## src/rtl/sis_pkg.sv

```systemverilog
package sis_pkg;

  localparam int COORD_BITS = 16;
  localparam int COEF_BITS  = 48;
  localparam int COUNT_BITS = 16;
  localparam int THR_BITS   = 32;
  localparam int NCOEF      = 8;
  localparam int IDX_BITS   = $clog2(NCOEF);

  localparam int COORD_FRAC = 4;
  localparam int COEF_FRAC  = 40;
  localparam int THR_FRAC   = 16;
  localparam int LHS_SHIFT  = THR_FRAC - 2 * COORD_FRAC;

  localparam logic [THR_BITS-1:0]   THR_RESET = THR_BITS'(1) << THR_FRAC;
  localparam logic [COEF_BITS-1:0]  COEF_ONE  = COEF_BITS'(1) << COEF_FRAC;
  localparam logic [COORD_BITS-1:0] COORD_ONE = COORD_BITS'(1) << COORD_FRAC;

  // epipolar line terms, residual, denominator, wide product
  localparam int AW = COEF_BITS + COORD_BITS + 2;
  localparam int NW = AW + COORD_BITS + 2;
  localparam int DW = 2 * AW + 1;
  localparam int LW = 2 * NW + LHS_SHIFT;
  localparam int BW = NW;

  localparam int QDEPTH    = 2;
  localparam int QPTR_BITS = $clog2(QDEPTH);

  localparam int UOP_LAST = 23;
  localparam int UOP_BITS = $clog2(UOP_LAST + 1);

  typedef enum logic {OP_LOAD, OP_SCORE} op_t;

  typedef struct packed {
    op_t                          op;
    logic [IDX_BITS-1:0]          idx;
    logic signed [COEF_BITS-1:0]  val;
    logic [COORD_BITS-1:0]        xl;
    logic [COORD_BITS-1:0]        yl;
    logic [COORD_BITS-1:0]        xr;
    logic [COORD_BITS-1:0]        yr;
  } q_entry_t;

  typedef struct packed {
    logic full;
    logic empty;
  } q_status_t;

  typedef enum logic [1:0] {BK_IDLE, BK_LOAD, BK_RUN, BK_EMIT} back_state_t;

  typedef enum logic [4:0] {
    A_F0, A_F1, A_F2, A_F3, A_F4, A_F5, A_F6, A_F7, A_ONE,
    A_A0, A_A1, A_A2, A_ABS_A0, A_ABS_A1, A_ABS_B0, A_ABS_B1, A_NUMSH, A_DEN
  } a_sel_t;

  typedef enum logic [3:0] {
    B_XL, B_YL, B_XR, B_YR, B_ONE,
    B_ABS_A0, B_ABS_A1, B_ABS_B0, B_ABS_B1, B_ABS_NUM, B_THR
  } b_sel_t;

  typedef enum logic [3:0] {
    D_NONE, D_A0, D_A1, D_A2, D_B0, D_B1, D_NUM, D_DEN, D_LHS
  } dst_t;

  typedef struct packed {
    logic   clr;
    a_sel_t asel;
    b_sel_t bsel;
    dst_t   dst;
  } uop_t;

  function automatic uop_t mk(input logic c, input a_sel_t a, input b_sel_t b, input dst_t d);
    uop_t u;
    u.clr  = c;
    u.asel = a;
    u.bsel = b;
    u.dst  = d;
    return u;
  endfunction

  // multiply-accumulate program for one score item
  function automatic uop_t uop_rom(input logic [UOP_BITS-1:0] i);
    uop_t u;
    u = mk(1'b0, A_F0, B_XL, D_NONE);
    unique case (i)
      UOP_BITS'(0):  u = mk(1'b1, A_F0, B_XL, D_NONE);
      UOP_BITS'(1):  u = mk(1'b0, A_F1, B_YL, D_NONE);
      UOP_BITS'(2):  u = mk(1'b0, A_F2, B_ONE, D_A0);
      UOP_BITS'(3):  u = mk(1'b1, A_F3, B_XL, D_NONE);
      UOP_BITS'(4):  u = mk(1'b0, A_F4, B_YL, D_NONE);
      UOP_BITS'(5):  u = mk(1'b0, A_F5, B_ONE, D_A1);
      UOP_BITS'(6):  u = mk(1'b1, A_F6, B_XL, D_NONE);
      UOP_BITS'(7):  u = mk(1'b0, A_F7, B_YL, D_NONE);
      UOP_BITS'(8):  u = mk(1'b0, A_ONE, B_ONE, D_A2);
      UOP_BITS'(9):  u = mk(1'b1, A_F0, B_XR, D_NONE);
      UOP_BITS'(10): u = mk(1'b0, A_F3, B_YR, D_NONE);
      UOP_BITS'(11): u = mk(1'b0, A_F6, B_ONE, D_B0);
      UOP_BITS'(12): u = mk(1'b1, A_F1, B_XR, D_NONE);
      UOP_BITS'(13): u = mk(1'b0, A_F4, B_YR, D_NONE);
      UOP_BITS'(14): u = mk(1'b0, A_F7, B_ONE, D_B1);
      UOP_BITS'(15): u = mk(1'b1, A_A0, B_XR, D_NONE);
      UOP_BITS'(16): u = mk(1'b0, A_A1, B_YR, D_NONE);
      UOP_BITS'(17): u = mk(1'b0, A_A2, B_ONE, D_NUM);
      UOP_BITS'(18): u = mk(1'b1, A_ABS_A0, B_ABS_A0, D_NONE);
      UOP_BITS'(19): u = mk(1'b0, A_ABS_A1, B_ABS_A1, D_NONE);
      UOP_BITS'(20): u = mk(1'b0, A_ABS_B0, B_ABS_B0, D_NONE);
      UOP_BITS'(21): u = mk(1'b0, A_ABS_B1, B_ABS_B1, D_DEN);
      UOP_BITS'(22): u = mk(1'b1, A_NUMSH, B_ABS_NUM, D_LHS);
      UOP_BITS'(23): u = mk(1'b1, A_DEN, B_THR, D_NONE);
      default:       u = mk(1'b0, A_F0, B_XL, D_NONE);
    endcase
    return u;
  endfunction

endpackage

```

## src/rtl/sis_front.sv

```systemverilog
module sis_front (
  input  logic                           clk,
  input  logic                           rst_n,
  input  logic                           in_operation,
  input  logic [sis_pkg::IDX_BITS-1:0]   in_coef_index,
  input  logic signed [sis_pkg::COEF_BITS-1:0] in_coef_value,
  input  logic [sis_pkg::COORD_BITS-1:0] in_x_left,
  input  logic [sis_pkg::COORD_BITS-1:0] in_y_left,
  input  logic [sis_pkg::COORD_BITS-1:0] in_x_right,
  input  logic [sis_pkg::COORD_BITS-1:0] in_y_right,
  input  logic                           cfg_valid,
  output logic                           cfg_ready,
  input  logic [sis_pkg::THR_BITS-1:0]   cfg_data,
  output logic [sis_pkg::THR_BITS-1:0]   thr,
  output sis_pkg::q_entry_t              entry
);
  import sis_pkg::*;

  logic [THR_BITS-1:0] thr_r;

  assign cfg_ready = 1'b1;
  assign thr       = thr_r;

  always_ff @(posedge clk) begin
    if (!rst_n) begin
      thr_r <= THR_RESET;
    end else if (cfg_valid) begin
      thr_r <= cfg_data;
    end
  end

  // loads carry no coordinates, scores carry no coefficient
  always_comb begin
    entry.op = op_t'(in_operation);
    if (entry.op == OP_SCORE) begin
      entry.idx = '0;
      entry.val = '0;
      entry.xl  = in_x_left;
      entry.yl  = in_y_left;
      entry.xr  = in_x_right;
      entry.yr  = in_y_right;
    end else begin
      entry.idx = in_coef_index;
      entry.val = in_coef_value;
      entry.xl  = '0;
      entry.yl  = '0;
      entry.xr  = '0;
      entry.yr  = '0;
    end
  end

endmodule

```

## src/rtl/sis_queue.sv

```systemverilog
module sis_queue (
  input  logic              clk,
  input  logic              rst_n,
  input  logic              push,
  input  sis_pkg::q_entry_t push_data,
  input  logic              pop,
  output sis_pkg::q_entry_t head,
  output sis_pkg::q_status_t status
);
  import sis_pkg::*;

  q_entry_t               mem_r [QDEPTH];
  logic [QPTR_BITS-1:0]   wr_ptr_r;
  logic [QPTR_BITS-1:0]   rd_ptr_r;
  logic [QPTR_BITS:0]     cnt_r;
  logic [QPTR_BITS:0]     cnt_nxt;

  assign head         = mem_r[rd_ptr_r];
  assign status.full  = (cnt_r == (QPTR_BITS+1)'(QDEPTH));
  assign status.empty = (cnt_r == '0);

  always_comb begin
    cnt_nxt = cnt_r;
    if (push && !pop) cnt_nxt = cnt_r + 1'b1;
    else if (pop && !push) cnt_nxt = cnt_r - 1'b1;
  end

  always_ff @(posedge clk) begin
    if (push) mem_r[wr_ptr_r] <= push_data;
  end

  always_ff @(posedge clk) begin
    if (!rst_n) begin
      wr_ptr_r <= '0;
      rd_ptr_r <= '0;
      cnt_r    <= '0;
    end else begin
      if (push) wr_ptr_r <= wr_ptr_r + 1'b1;
      if (pop)  rd_ptr_r <= rd_ptr_r + 1'b1;
      cnt_r <= cnt_nxt;
    end
  end

endmodule

```

## src/rtl/sis_back.sv

```systemverilog
module sis_back (
  input  logic                           clk,
  input  logic                           rst_n,
  input  logic                           q_valid,
  input  sis_pkg::q_entry_t              head,
  input  logic [sis_pkg::THR_BITS-1:0]   thr,
  output logic                           q_pop,
  output logic                           out_valid,
  input  logic                           out_stall,
  output logic                           out_is_inlier,
  output logic [sis_pkg::COUNT_BITS-1:0] out_inlier_total
);
  import sis_pkg::*;

  back_state_t state_r, state_nxt;

  logic signed [COEF_BITS-1:0] coef_r [NCOEF];
  logic [COORD_BITS-1:0] xl_r, yl_r, xr_r, yr_r;
  logic [UOP_BITS-1:0]   uidx_r;
  logic signed [LW-1:0]  a_r, acc_r;
  logic [BW-1:0]         b_r;
  logic signed [AW-1:0]  a0_r, a1_r, a2_r, b0_r, b1_r;
  logic signed [NW-1:0]  num_r;
  logic [DW-1:0]         den_r;
  logic [LW-1:0]         lhs_r;
  logic [COUNT_BITS-1:0] cnt_r, cnt_nxt;
  logic                  out_valid_r, out_inl_r;
  logic [COUNT_BITS-1:0] out_total_r;

  uop_t                  uop;
  logic                  last, b_zero, out_free, inl;
  logic                  coef_we, start, ld, step, store, emit;
  logic [AW-1:0]         abs_a0, abs_a1, abs_b0, abs_b1;
  logic [NW-1:0]         abs_num;
  logic signed [LW-1:0]  a_sel;
  logic [BW-1:0]         b_sel;

  assign uop      = uop_rom(uidx_r);
  assign last     = (uidx_r == UOP_BITS'(UOP_LAST));
  assign b_zero   = (b_r == '0);
  assign out_free = !out_valid_r || !out_stall;
  assign inl      = lhs_r < $unsigned(acc_r);

  assign abs_a0  = a0_r[AW-1] ? AW'(-a0_r) : AW'(a0_r);
  assign abs_a1  = a1_r[AW-1] ? AW'(-a1_r) : AW'(a1_r);
  assign abs_b0  = b0_r[AW-1] ? AW'(-b0_r) : AW'(b0_r);
  assign abs_b1  = b1_r[AW-1] ? AW'(-b1_r) : AW'(b1_r);
  assign abs_num = num_r[NW-1] ? NW'(-num_r) : NW'(num_r);

  always_comb begin
    state_nxt = state_r;
    unique case (state_r)
      BK_IDLE: if (q_valid && head.op == OP_SCORE) state_nxt = BK_LOAD;
      BK_LOAD: state_nxt = BK_RUN;
      BK_RUN:  if (b_zero) state_nxt = last ? BK_EMIT : BK_LOAD;
      BK_EMIT: if (out_free) state_nxt = BK_IDLE;
      default: state_nxt = BK_IDLE;
    endcase
  end

  always_comb begin
    q_pop   = (state_r == BK_IDLE) && q_valid;
    coef_we = q_pop && head.op == OP_LOAD;
    start   = q_pop && head.op == OP_SCORE;
    ld      = (state_r == BK_LOAD);
    step    = (state_r == BK_RUN) && !b_zero;
    store   = (state_r == BK_RUN) && b_zero;
    emit    = (state_r == BK_EMIT) && out_free;
  end

  always_comb begin
    unique case (uop.asel)
      A_F0:     a_sel = LW'(coef_r[0]);
      A_F1:     a_sel = LW'(coef_r[1]);
      A_F2:     a_sel = LW'(coef_r[2]);
      A_F3:     a_sel = LW'(coef_r[3]);
      A_F4:     a_sel = LW'(coef_r[4]);
      A_F5:     a_sel = LW'(coef_r[5]);
      A_F6:     a_sel = LW'(coef_r[6]);
      A_F7:     a_sel = LW'(coef_r[7]);
      A_ONE:    a_sel = signed'(LW'(COEF_ONE));
      A_A0:     a_sel = LW'(a0_r);
      A_A1:     a_sel = LW'(a1_r);
      A_A2:     a_sel = LW'(a2_r);
      A_ABS_A0: a_sel = signed'(LW'(abs_a0));
      A_ABS_A1: a_sel = signed'(LW'(abs_a1));
      A_ABS_B0: a_sel = signed'(LW'(abs_b0));
      A_ABS_B1: a_sel = signed'(LW'(abs_b1));
      A_NUMSH:  a_sel = signed'(LW'(abs_num) << LHS_SHIFT);
      A_DEN:    a_sel = signed'(LW'(den_r));
      default:  a_sel = '0;
    endcase
    unique case (uop.bsel)
      B_XL:      b_sel = BW'(xl_r);
      B_YL:      b_sel = BW'(yl_r);
      B_XR:      b_sel = BW'(xr_r);
      B_YR:      b_sel = BW'(yr_r);
      B_ONE:     b_sel = BW'(COORD_ONE);
      B_ABS_A0:  b_sel = BW'(abs_a0);
      B_ABS_A1:  b_sel = BW'(abs_a1);
      B_ABS_B0:  b_sel = BW'(abs_b0);
      B_ABS_B1:  b_sel = BW'(abs_b1);
      B_ABS_NUM: b_sel = BW'(abs_num);
      B_THR:     b_sel = BW'(thr);
      default:   b_sel = '0;
    endcase
  end

  always_comb begin
    cnt_nxt = cnt_r;
    if (coef_we) cnt_nxt = '0;
    else if (emit && inl && cnt_r != '1) cnt_nxt = cnt_r + 1'b1;
  end

  // datapath: serial shift-add multiply-accumulate
  always_ff @(posedge clk) begin
    if (coef_we) coef_r[head.idx] <= head.val;
    if (start) begin
      xl_r <= head.xl;
      yl_r <= head.yl;
      xr_r <= head.xr;
      yr_r <= head.yr;
    end
    if (ld) begin
      a_r <= a_sel;
      b_r <= b_sel;
      if (uop.clr) acc_r <= '0;
    end
    if (step) begin
      if (b_r[0]) acc_r <= acc_r + a_r;
      a_r <= a_r <<< 1;
      b_r <= b_r >> 1;
    end
    if (store) begin
      unique case (uop.dst)
        D_A0:    a0_r  <= acc_r[AW-1:0];
        D_A1:    a1_r  <= acc_r[AW-1:0];
        D_A2:    a2_r  <= acc_r[AW-1:0];
        D_B0:    b0_r  <= acc_r[AW-1:0];
        D_B1:    b1_r  <= acc_r[AW-1:0];
        D_NUM:   num_r <= acc_r[NW-1:0];
        D_DEN:   den_r <= acc_r[DW-1:0];
        D_LHS:   lhs_r <= acc_r;
        default: ;
      endcase
    end
    if (emit) begin
      out_inl_r   <= inl;
      out_total_r <= cnt_nxt;
    end
  end

  always_ff @(posedge clk) begin
    if (!rst_n) begin
      state_r     <= BK_IDLE;
      uidx_r      <= '0;
      cnt_r       <= '0;
      out_valid_r <= 1'b0;
    end else begin
      state_r <= state_nxt;
      cnt_r   <= cnt_nxt;
      if (start) uidx_r <= '0;
      else if (store && !last) uidx_r <= uidx_r + 1'b1;
      if (emit) out_valid_r <= 1'b1;
      else if (!out_stall) out_valid_r <= 1'b0;
    end
  end

  assign out_valid        = out_valid_r;
  assign out_is_inlier    = out_inl_r;
  assign out_inlier_total = out_total_r;

endmodule

```

## src/rtl/sampson_inlier_scorer_unit.sv

```systemverilog
// Sampson-error inlier scorer for one fundamental-matrix hypothesis. Load
// items write one of F00..F21 (F22 is one) and clear the inlier count; score
// items return the inlier flag and the saturating inlier count. A two-entry
// queue sits between the input stage and the arithmetic back end, so input
// is taken while a pair is being scored. The back end uses one serial
// shift-add multiply-accumulate unit: a score item is popped, then runs
// 24 passes (operand setup, one shift-add step per significant bit of the
// multiplier operand, write-back), then an emit that waits out any output
// stall; a load item is popped and written in the idle state. Threshold is
// written via cfg_data.
module sampson_inlier_scorer_unit (
  input  logic                           clk,
  input  logic                           rst_n,
  input  logic                           in_valid,
  output logic                           in_stall,
  input  logic                           in_operation,
  input  logic [sis_pkg::IDX_BITS-1:0]   in_coef_index,
  input  logic signed [sis_pkg::COEF_BITS-1:0] in_coef_value,
  input  logic [sis_pkg::COORD_BITS-1:0] in_x_left,
  input  logic [sis_pkg::COORD_BITS-1:0] in_y_left,
  input  logic [sis_pkg::COORD_BITS-1:0] in_x_right,
  input  logic [sis_pkg::COORD_BITS-1:0] in_y_right,
  output logic                           out_valid,
  input  logic                           out_stall,
  output logic                           out_is_inlier,
  output logic [sis_pkg::COUNT_BITS-1:0] out_inlier_total,
  input  logic                           cfg_valid,
  output logic                           cfg_ready,
  input  logic [sis_pkg::THR_BITS-1:0]   cfg_data
);
  import sis_pkg::*;

  q_entry_t            entry, head;
  q_status_t           q_stat;
  logic [THR_BITS-1:0] thr;
  logic                q_pop;

  assign in_stall = q_stat.full;

  sis_front u_front (
    .clk          (clk),
    .rst_n        (rst_n),
    .in_operation (in_operation),
    .in_coef_index(in_coef_index),
    .in_coef_value(in_coef_value),
    .in_x_left    (in_x_left),
    .in_y_left    (in_y_left),
    .in_x_right   (in_x_right),
    .in_y_right   (in_y_right),
    .cfg_valid    (cfg_valid),
    .cfg_ready    (cfg_ready),
    .cfg_data     (cfg_data),
    .thr          (thr),
    .entry        (entry)
  );

  sis_queue u_queue (
    .clk      (clk),
    .rst_n    (rst_n),
    .push     (in_valid && !in_stall),
    .push_data(entry),
    .pop      (q_pop),
    .head     (head),
    .status   (q_stat)
  );

  sis_back u_back (
    .clk             (clk),
    .rst_n           (rst_n),
    .q_valid         (!q_stat.empty),
    .head            (head),
    .thr             (thr),
    .q_pop           (q_pop),
    .out_valid       (out_valid),
    .out_stall       (out_stall),
    .out_is_inlier   (out_is_inlier),
    .out_inlier_total(out_inlier_total)
  );

`ifndef NO_ASSERTIONS
  a_empty_not_stalled: assert property (@(posedge clk) disable iff (!rst_n)
    q_stat.empty |-> !in_stall) else $error("stall with empty queue");

  a_inlier_counted: assert property (@(posedge clk) disable iff (!rst_n)
    (out_valid && out_is_inlier) |-> (out_inlier_total != '0))
    else $error("inlier with zero count");

  a_no_pop_empty: assert property (@(posedge clk) disable iff (!rst_n)
    q_pop |-> !q_stat.empty) else $error("pop from empty queue");
`endif

endmodule
```

## config.mk

```make
export PLATFORM = sky130hd
export DESIGN_NAME = sampson_inlier_scorer_unit
export DESIGN_NICKNAME = d
export VERILOG_FILES = /design/src/rtl/sis_pkg.sv /design/src/rtl/sis_front.sv /design/src/rtl/sis_queue.sv /design/src/rtl/sis_back.sv /design/src/rtl/sampson_inlier_scorer_unit.sv
export SDC_FILE = /design/constraint.sdc
export NUM_CORES = 2
export LEC_CHECK = 0
export BUFFER_PORTS_ARGS = -buffer_cell sky130_fd_sc_hd__buf_4
export CAP_MARGIN = 5
export CORE_MARGIN = 3
export CORE_UTILIZATION = 55
export CTS_BUF_LIST = sky130_fd_sc_hd__clkbuf_2 sky130_fd_sc_hd__clkbuf_4 sky130_fd_sc_hd__clkbuf_8
export DETAILED_ROUTE_END_ITERATION = 16
export GPL_TIMING_DRIVEN = 0
export PLACE_DENSITY = 0.77
export REMOVE_ABC_BUFFERS = 1
export SLEW_MARGIN = 20
export SYNTH_ARGS = -nofsm -noshare
export SYNTH_HDL_FRONTEND = slang
export SYNTH_SLANG_ARGS = --single-unit
```

## constraint.sdc

```tcl
create_clock -name clk -period 46 [get_ports clk]
set_input_delay 4.6 -clock clk [delete_from_list [all_inputs] [get_ports clk]]
set_output_delay 4.6 -clock clk [all_outputs]
set_load 0.01 [all_outputs]
```

# Yosys cells after proc, flatten, opt, wreduce, memory -nomap -nowiden

Memory sizes are Yosys's and may differ from the RTL's. A register that Yosys moved wholly into a read port is not among the register bits.
Index checks and enable logic that the tools add are counted.

Register bits: 1300
RAM bits: 616
Memory bits (read-only): 448
Input port bits: 153
Output and inout bits: 20
Word-level logic and storage cells: 164
Memories: 3

Add/subtract/negate cells: 12
Order comparisons: 1
Equality and inequality tests: 45
Multiplexer cells: 35
Bitwise operators: 2
Reductions and logical operators: 39

Memories:

| name             | words | bits a word | read ports | clocked after memory_dff | wr ports | line            | text |
|---|---|---|---|---|---|---|---|
| (name not given) | 32    | 14          | 1          | 1                        | 0        | sis_pkg.sv:85   | `unique case (i)` |
| u_back.coef_r    | 8     | 48          | 8          | 0                        | 1        | sis_back.sv:17  | `logic signed [COEF_BITS-1:0] coef_r [NCOEF];` |
| u_queue.mem_r    | 2     | 116         | 1          | 1                        | 1        | sis_queue.sv:12 | `q_entry_t mem_r [QDEPTH];` |

Operators by type and width:

| cell                                                | number |
|---|---|
| case mux 176 bit (18 select lines)                  | 1 |
| two-way mux 176 bit                                 | 6 |
| case mux 84 bit (11 select lines)                   | 1 |
| two-way mux 66 bit                                  | 4 |
| negator 66 bit                                      | 4 |
| adder 176 bit                                       | 1 |
| < comparator 176 bit                                | 1 |
| two-way mux 83 bit                                  | 2 |
| two-way mux 115 bit                                 | 1 |
| logical NOT 84 bit                                  | 1 |
| two-way mux 84 bit                                  | 1 |
| negator 84 bit                                      | 1 |
| equality test 5 x 4 -> 1 bit, second input constant | 8 |
| equality test 4 x 3 -> 1 bit, second input constant | 8 |
| two-way mux 16 bit                                  | 2 |
| equality test 5 x 3 -> 1 bit, second input constant | 4 |
| adder 16 x 1 -> 16 bit, second input constant       | 1 |
| equality test 4 x 2 -> 1 bit, second input constant | 4 |
| equality test 4 bit, second input constant          | 4 |
| != test 16 bit, second input constant               | 1 |
| AND reduction 2 bit                                 | 8 |
| equality test 5 bit, second input constant          | 3 |
| logical AND 1 bit                                   | 13 |
| two-way mux 2 bit                                   | 6 |
| other kinds (22)                                    | 48 |

# Logic depth before layout (Yosys ltp)

Depth in word-level cells: 7
Mapped depth: 14
Gate-level depth less buffers: 14

# Hierarchy

From an unflattened synthesis, not the netlist that was laid out.

Cells, all modules: 8391
Area total of the unflattened synthesis: 96659.0 um^2

Modules (own cells, without submodules):

| module                     | times used | cells each | area each (um^2) | sequential area each (um^2) |
|---|---|---|---|---|
| sis_back                   | 1          | 7773       | 85868.6          | 47745.8 |
| sis_queue                  | 1          | 383        | 8742.1           | 7066.8 |
| sis_front                  | 1          | 233        | 2030.7           | 640.6 |
| sampson_inlier_scorer_unit | 1          | 2          | 17.5             | 0.0 |

# Worst setup path after synthesis

Ideal clock, no wire load.

Path kind: reg2reg
From: register u_back.b_r[27]
To: register u_back.lhs_r[0], enable pin
Library setup time: 1.203 ns
Data arrival time: 19.302 ns
Data required time: 44.797 ns
Setup slack: 25.495 ns
Stages on the path, launching flop included: 6
Buffers on the path: 0
Clock period less this slack: 20.505 ns
Path through: edfxtp_1 > nor4_1 > nand4_1 > nor4_1 > nand4_1 > nor4b_1

Longest elaborated chain between the ends: 3

Ends and longest elaborated chain:

| element                              | line            | text |
|---|---|---|
| from (decl)                          | sis_back.sv:21  | `logic [BW-1:0] b_r;` |
| from (signal assigned)               | sis_back.sv:126 | `b_r <= b_sel;` |
| from (signal assigned)               | sis_back.sv:132 | `b_r <= b_r >> 1;` |
| logical NOT 84 bit                   | sis_back.sv:40  | `assign b_zero = (b_r == '0);` |
| logical AND 1 bit                    | sis_back.sv:67  | `store = (state_r == BK_RUN) && b_zero;` |
| AND reduction 2 bit (no source line) | n/a             |  |
| to (signal assigned)                 | sis_back.sv:143 | `D_LHS: lhs_r <= acc_r;` |
| to (decl)                            | sis_back.sv:25  | `logic [LW-1:0] lhs_r;` |

Every way passes these cells.
A chain may end at the register's enable or synchronous reset.

# Worst setup path after layout

From: input port out_stall
To: register u_back.out_total_r[13], in the netlist u_back.out_inlier_total[13] (data pin)

Longest elaborated chain between the ends: 7

Ends and longest elaborated chain:

| element                        | line                             | text |
|---|---|---|
| from (decl)                    | sampson_inlier_scorer_unit.sv:24 | `input logic out_stall,` |
| logical NOT 1 bit              | sis_back.sv:41                   | `assign out_free = !out_valid_r \|\| !out_stall;` |
| logical OR 1 bit               | sis_back.sv:41                   |  |
| logical AND 1 bit              | sis_back.sv:68                   | `emit = (state_r == BK_EMIT) && out_free;` |
| via u_back.emit                | sis_back.sv:32                   | `logic coef_we, start, ld, step, store, emit;` |
| logical AND 1 bit (2 in a row) | sis_back.sv:112                  | `else if (emit && inl && cnt_r != '1) cnt_nxt = cnt_r + 1'b1;` |
| two-way mux 16 bit             | sis_back.sv:112                  |  |
| two-way mux 16 bit             | sis_back.sv:111                  | `if (coef_we) cnt_nxt = '0;` |
| via u_back.cnt_nxt[13]         | sis_back.sv:26                   | `logic [COUNT_BITS-1:0] cnt_r, cnt_nxt;` |
| to (signal assigned)           | sis_back.sv:149                  | `out_total_r <= cnt_nxt;` |
| to (decl)                      | sis_back.sv:28                   | `logic [COUNT_BITS-1:0] out_total_r;` |

The timed path passes the listed nets, and every way through them passes these cells.

==> key figures <==
Run status
  • Status: completed

Yosys
  • Number of synthesized flops with an enable pin: approximately 1.7k
  • Async S/R FF share, synth: 0%
  • Primary FF master, synth: edfxtp_1
  • Post-Syn Area: 97400 um^2
  • Number of synthesized register bits: between 1.5k and 2k
  • Cell variety after synth: 94
  • Sequential fraction of the synthesis area: 56.9%
  • Synth warn: 0
  • Syn_area_per_cell: roughly 11 um^2
  • Mapped Cells: ~8.5k

Timing
  • Final min period: roughly 6.9 ns
  • Skew final: about 0.085 ns
  • Fin crit share: between 10% and 20%
  • # setup viols final: 0
  • Slew margin rel.: 8.42%
  • Final Hold Viols: 0
  • Slew Limit Fails: 0
  • Worst slew pin tran: roughly 1.4 ns
  • Setup TNS: 0 ns
  • RSZ-0062 raised after global routing: false
  • Max Freq: about 150 MHz

Pwr
  • Internal power: between 3 and 4 mW
  • Power Dens Cells: between 50 and 60 nW/um^2
  • Sw Pwr: 2.02 mW
  • Sw frac: 35.4%
  • Total power: 5.70 mW
  • Leak pwr: about 38 nW
  • Combinational share of power: 27.7%
  • Flop pwr share: 44.6%
  • Peak supply drop: roughly 0.036 mV
  • Power share of the clock group: 27.7%

Clocking
  • Clock Path Buffers: 4
  • Clock Tree Root: clkbuf_8
  • CTS Hold Bufs: 0
  • Clock latency on the worst-skew pair: between 1 and 1.5 ns
  • Post-CTS sizing: 0
  • Clk slew on worst S/H paths: ~0.070 ns
  • CTS Sinks: a little under 2k
  • CTS tree: done
  • TritonCTS Buffers: ~330
  • H-tree depth: 5
  • Post CTS Setup Buffer Count: 0

GRT
  • Global-route wire length before repair: 494000 um
  • Total GRT Usage: roughly 37%
  • GRT Residual Overflow: 0
  • Largest net degree at the start of global routing: around 120
  • Vias in the first global route: around 75k
  • Initial antenna violation count: 22

Floorplanning
  • Num ports: ~170
  • Chip height: around 430 um
  • Starting Density: a little under three fifths
  • Standard-cell row count: 153
  • Die ar.: roughly 180000 um^2
  • Die Wd: ~430 um
  • CORE AREA: roughly 170000 um^2

Worst setup path
  • Sum of buffers and inverters on the critical path: 2
  • Setup CP Type: in -> reg
  • CP startpoint kind: input pin
  • Critical Path RT: ~47 ns
  • Critical path startpoint: out_stall
  • Cell Chain, Critical Path: buf_4 -> nand2_1 -> and3_2 -> nand2_1 -> inv_1 -> nand4_1 -> a2111oi_1 -> nand3_1 -> mux2i_1
  • CP arrival: between 7 and 8 ns
  • CP max FO: 20
  • Critical path's top delay family: simple AND/OR/NAND/NOR gates
  • Largest stage delay, worst path: about 1.0 ns
  • CP max-delay cell: a2111oi_1
  • Worst r2r src: u_back.b_r[3]
  • Worst path most repeated cell: nand2_1
  • CP Capture Type: flip-flop

Cells and area
  • Most frequent cells in the layout: 1678 x edfxtp_1, 739 x nand2_1, 631 x o21ai_0, 464 x a21oi_1, 379 x nor2_1
  • Fraction of layout cells with a size suffix above 1: a little over an eighth
  • Commonest non-fill, non-tap cell in the layout: edfxtp_1
  • # fillers: ~13k
  • Fin area: between 100000 and 150000 um^2
  • Final Net Count: a little over 9k
  • Finished Layout Cells: 11.4k
  • Synth-to-Final Area Change: 13.6%
  • Final Util: approximately 63%

Drt
  • Number of DRC markers in iteration 0: 11.5k
  • WL/cell: 30.0 um
  • First-pass iteration count of the detailed router: 9
  • Routed Wire Length: approximately 340000 um
  • Average vias per placed instance: just under 7
  • Drt drc: 0
  • DR vias: 77.8k
  • Final ANT Viol Nets: 0

Worst hold path
  • Min-Delay Path Class: reg -> reg
  • Hold wc startpoint: u_back.acc_r[144]

Placement
  • DP Cell Count: roughly 11k
  • I/O Buffers: 171
  • Placer Congestion: 1.03
  • Post-DP HPWL: ~250000 um
  • Placed instance area: between 100000 and 150000 um^2

Flow run
  • Max cap viols: 0
==> per-layer routing <==
metal / global-route usage [%] / vias to the layer above / wire, um
met5: 0.780 / - / 333
met4: 15.5 / 18 / 16100
met3: 10.9 / 943 / 45100
met2: 53.5 / 5460 / 145000
met1: 51.1 / 38000 / 134000
li1: - / 33300 / -
==> synth_stat cells, types with 86 or more instances <==
master	number	area, um^2
nand4_1	182	1140
and2_1	86	538
xor2_1	305	2670
inv_1	264	991
nor3_1	131	656
ha_1	365	4570
a22oi_1	159	1190
a22o_1	143	1250
nor2_1	410	1540
xnor2_1	204	1790
a21oi_1	467	2340
clkbuf_1	434	1630
nand3_1	230	1150
dfxtp_1	253	5060
a221oi_1	140	1230
o22ai_1	106	663
mux2_2	117	1320
a21o_1	181	1360
edfxtp_1	1678	50400
o31ai_1	105	788
nand2_1	749	2810
o21ai_0	632	3160
nor2b_1	113	707
==> layout make-up <==
type | count | area (um^2) | share of cell area (%)
Clock buffer | 486 | 5940 | 5.37
Clock inverter | 85 | 623 | 0.563
Timing Repair Buffer | 390 | 5000 | 4.52
Inverter | 264 | 998 | 0.902
Sequential cell | 1931 | 55500 | 50.1
Tap cell | 2325 | 2910 | 2.63
Multi-Input combinational cell | 5866 | 39800 | 35.9
Antenna cell | 11 | 27.5 | 0.0249
==> power by group through the flow <==
stage,Combinational [mW],Sequential [mW],Clock (mW)
after detailed placement,1.53,2.56,0
final,1.58,2.54,1.58
after global routing,1.71,2.55,1.67
after floorplan,1.03,2.45,0
after global placement,1.45,2.61,0
after CTS,1.54,2.53,1.59
==> worst paths after layout <==
path / endpoint / slack (ns) / depth (start not counted)
setup / recovery: u_back.out_inlier_total[13] / 39.12 / 9
setup reg to reg: u_back.lhs_r[87] / 39.48 / 16
hold reg to reg: u_back.lhs_r[144] / 0.47 / 0
hold / removal: u_back.lhs_r[144] / 0.47 / 0
==> stage by stage <==
| stage | hold slack [ns] | worst slack (ns) |
|---|---|---|
| global route | 0.479 | 38.95 |
| finish | 0.470 | 39.12 |
| floorplan | 0.440 | 25.50 |
| CTS | 0.463 | 39.23 |
| global placement | 0.463 | 12.75 |
| detailed placement | 0.476 | 38.12 |
==> sequential cells by signal, summed over array words and instances, names as in the netlist, 66 cells and up, named ones only <==
signal / flops
u_back.coef_r: 384
u_queue.mem_r: 232
u_back.a_r: 176
u_back.acc_r: 176
u_back.lhs_r: 176
u_back.den_r: 133
u_back.b_r: 84
u_back.num_r: 84
u_back.a0_r: 66
u_back.a1_r: 66
u_back.a2_r: 66
u_back.b0_r: 66
u_back.b1_r: 66
==> logic make-up after synthesis <==
logic type	after synthesis	synth area share, %
adders and majority gates	366	4.71
AOI/OAI and AO/OA	2506	17.2
xor gates and xnor gates	509	4.58
and+or+nand+nor	2297	11.6
muxes	187	2.23
other	1	0.00385
DFF	1931	56.9
buffers and inverters	734	2.84
Note: power is estimated with default switching activity, not from simulation.
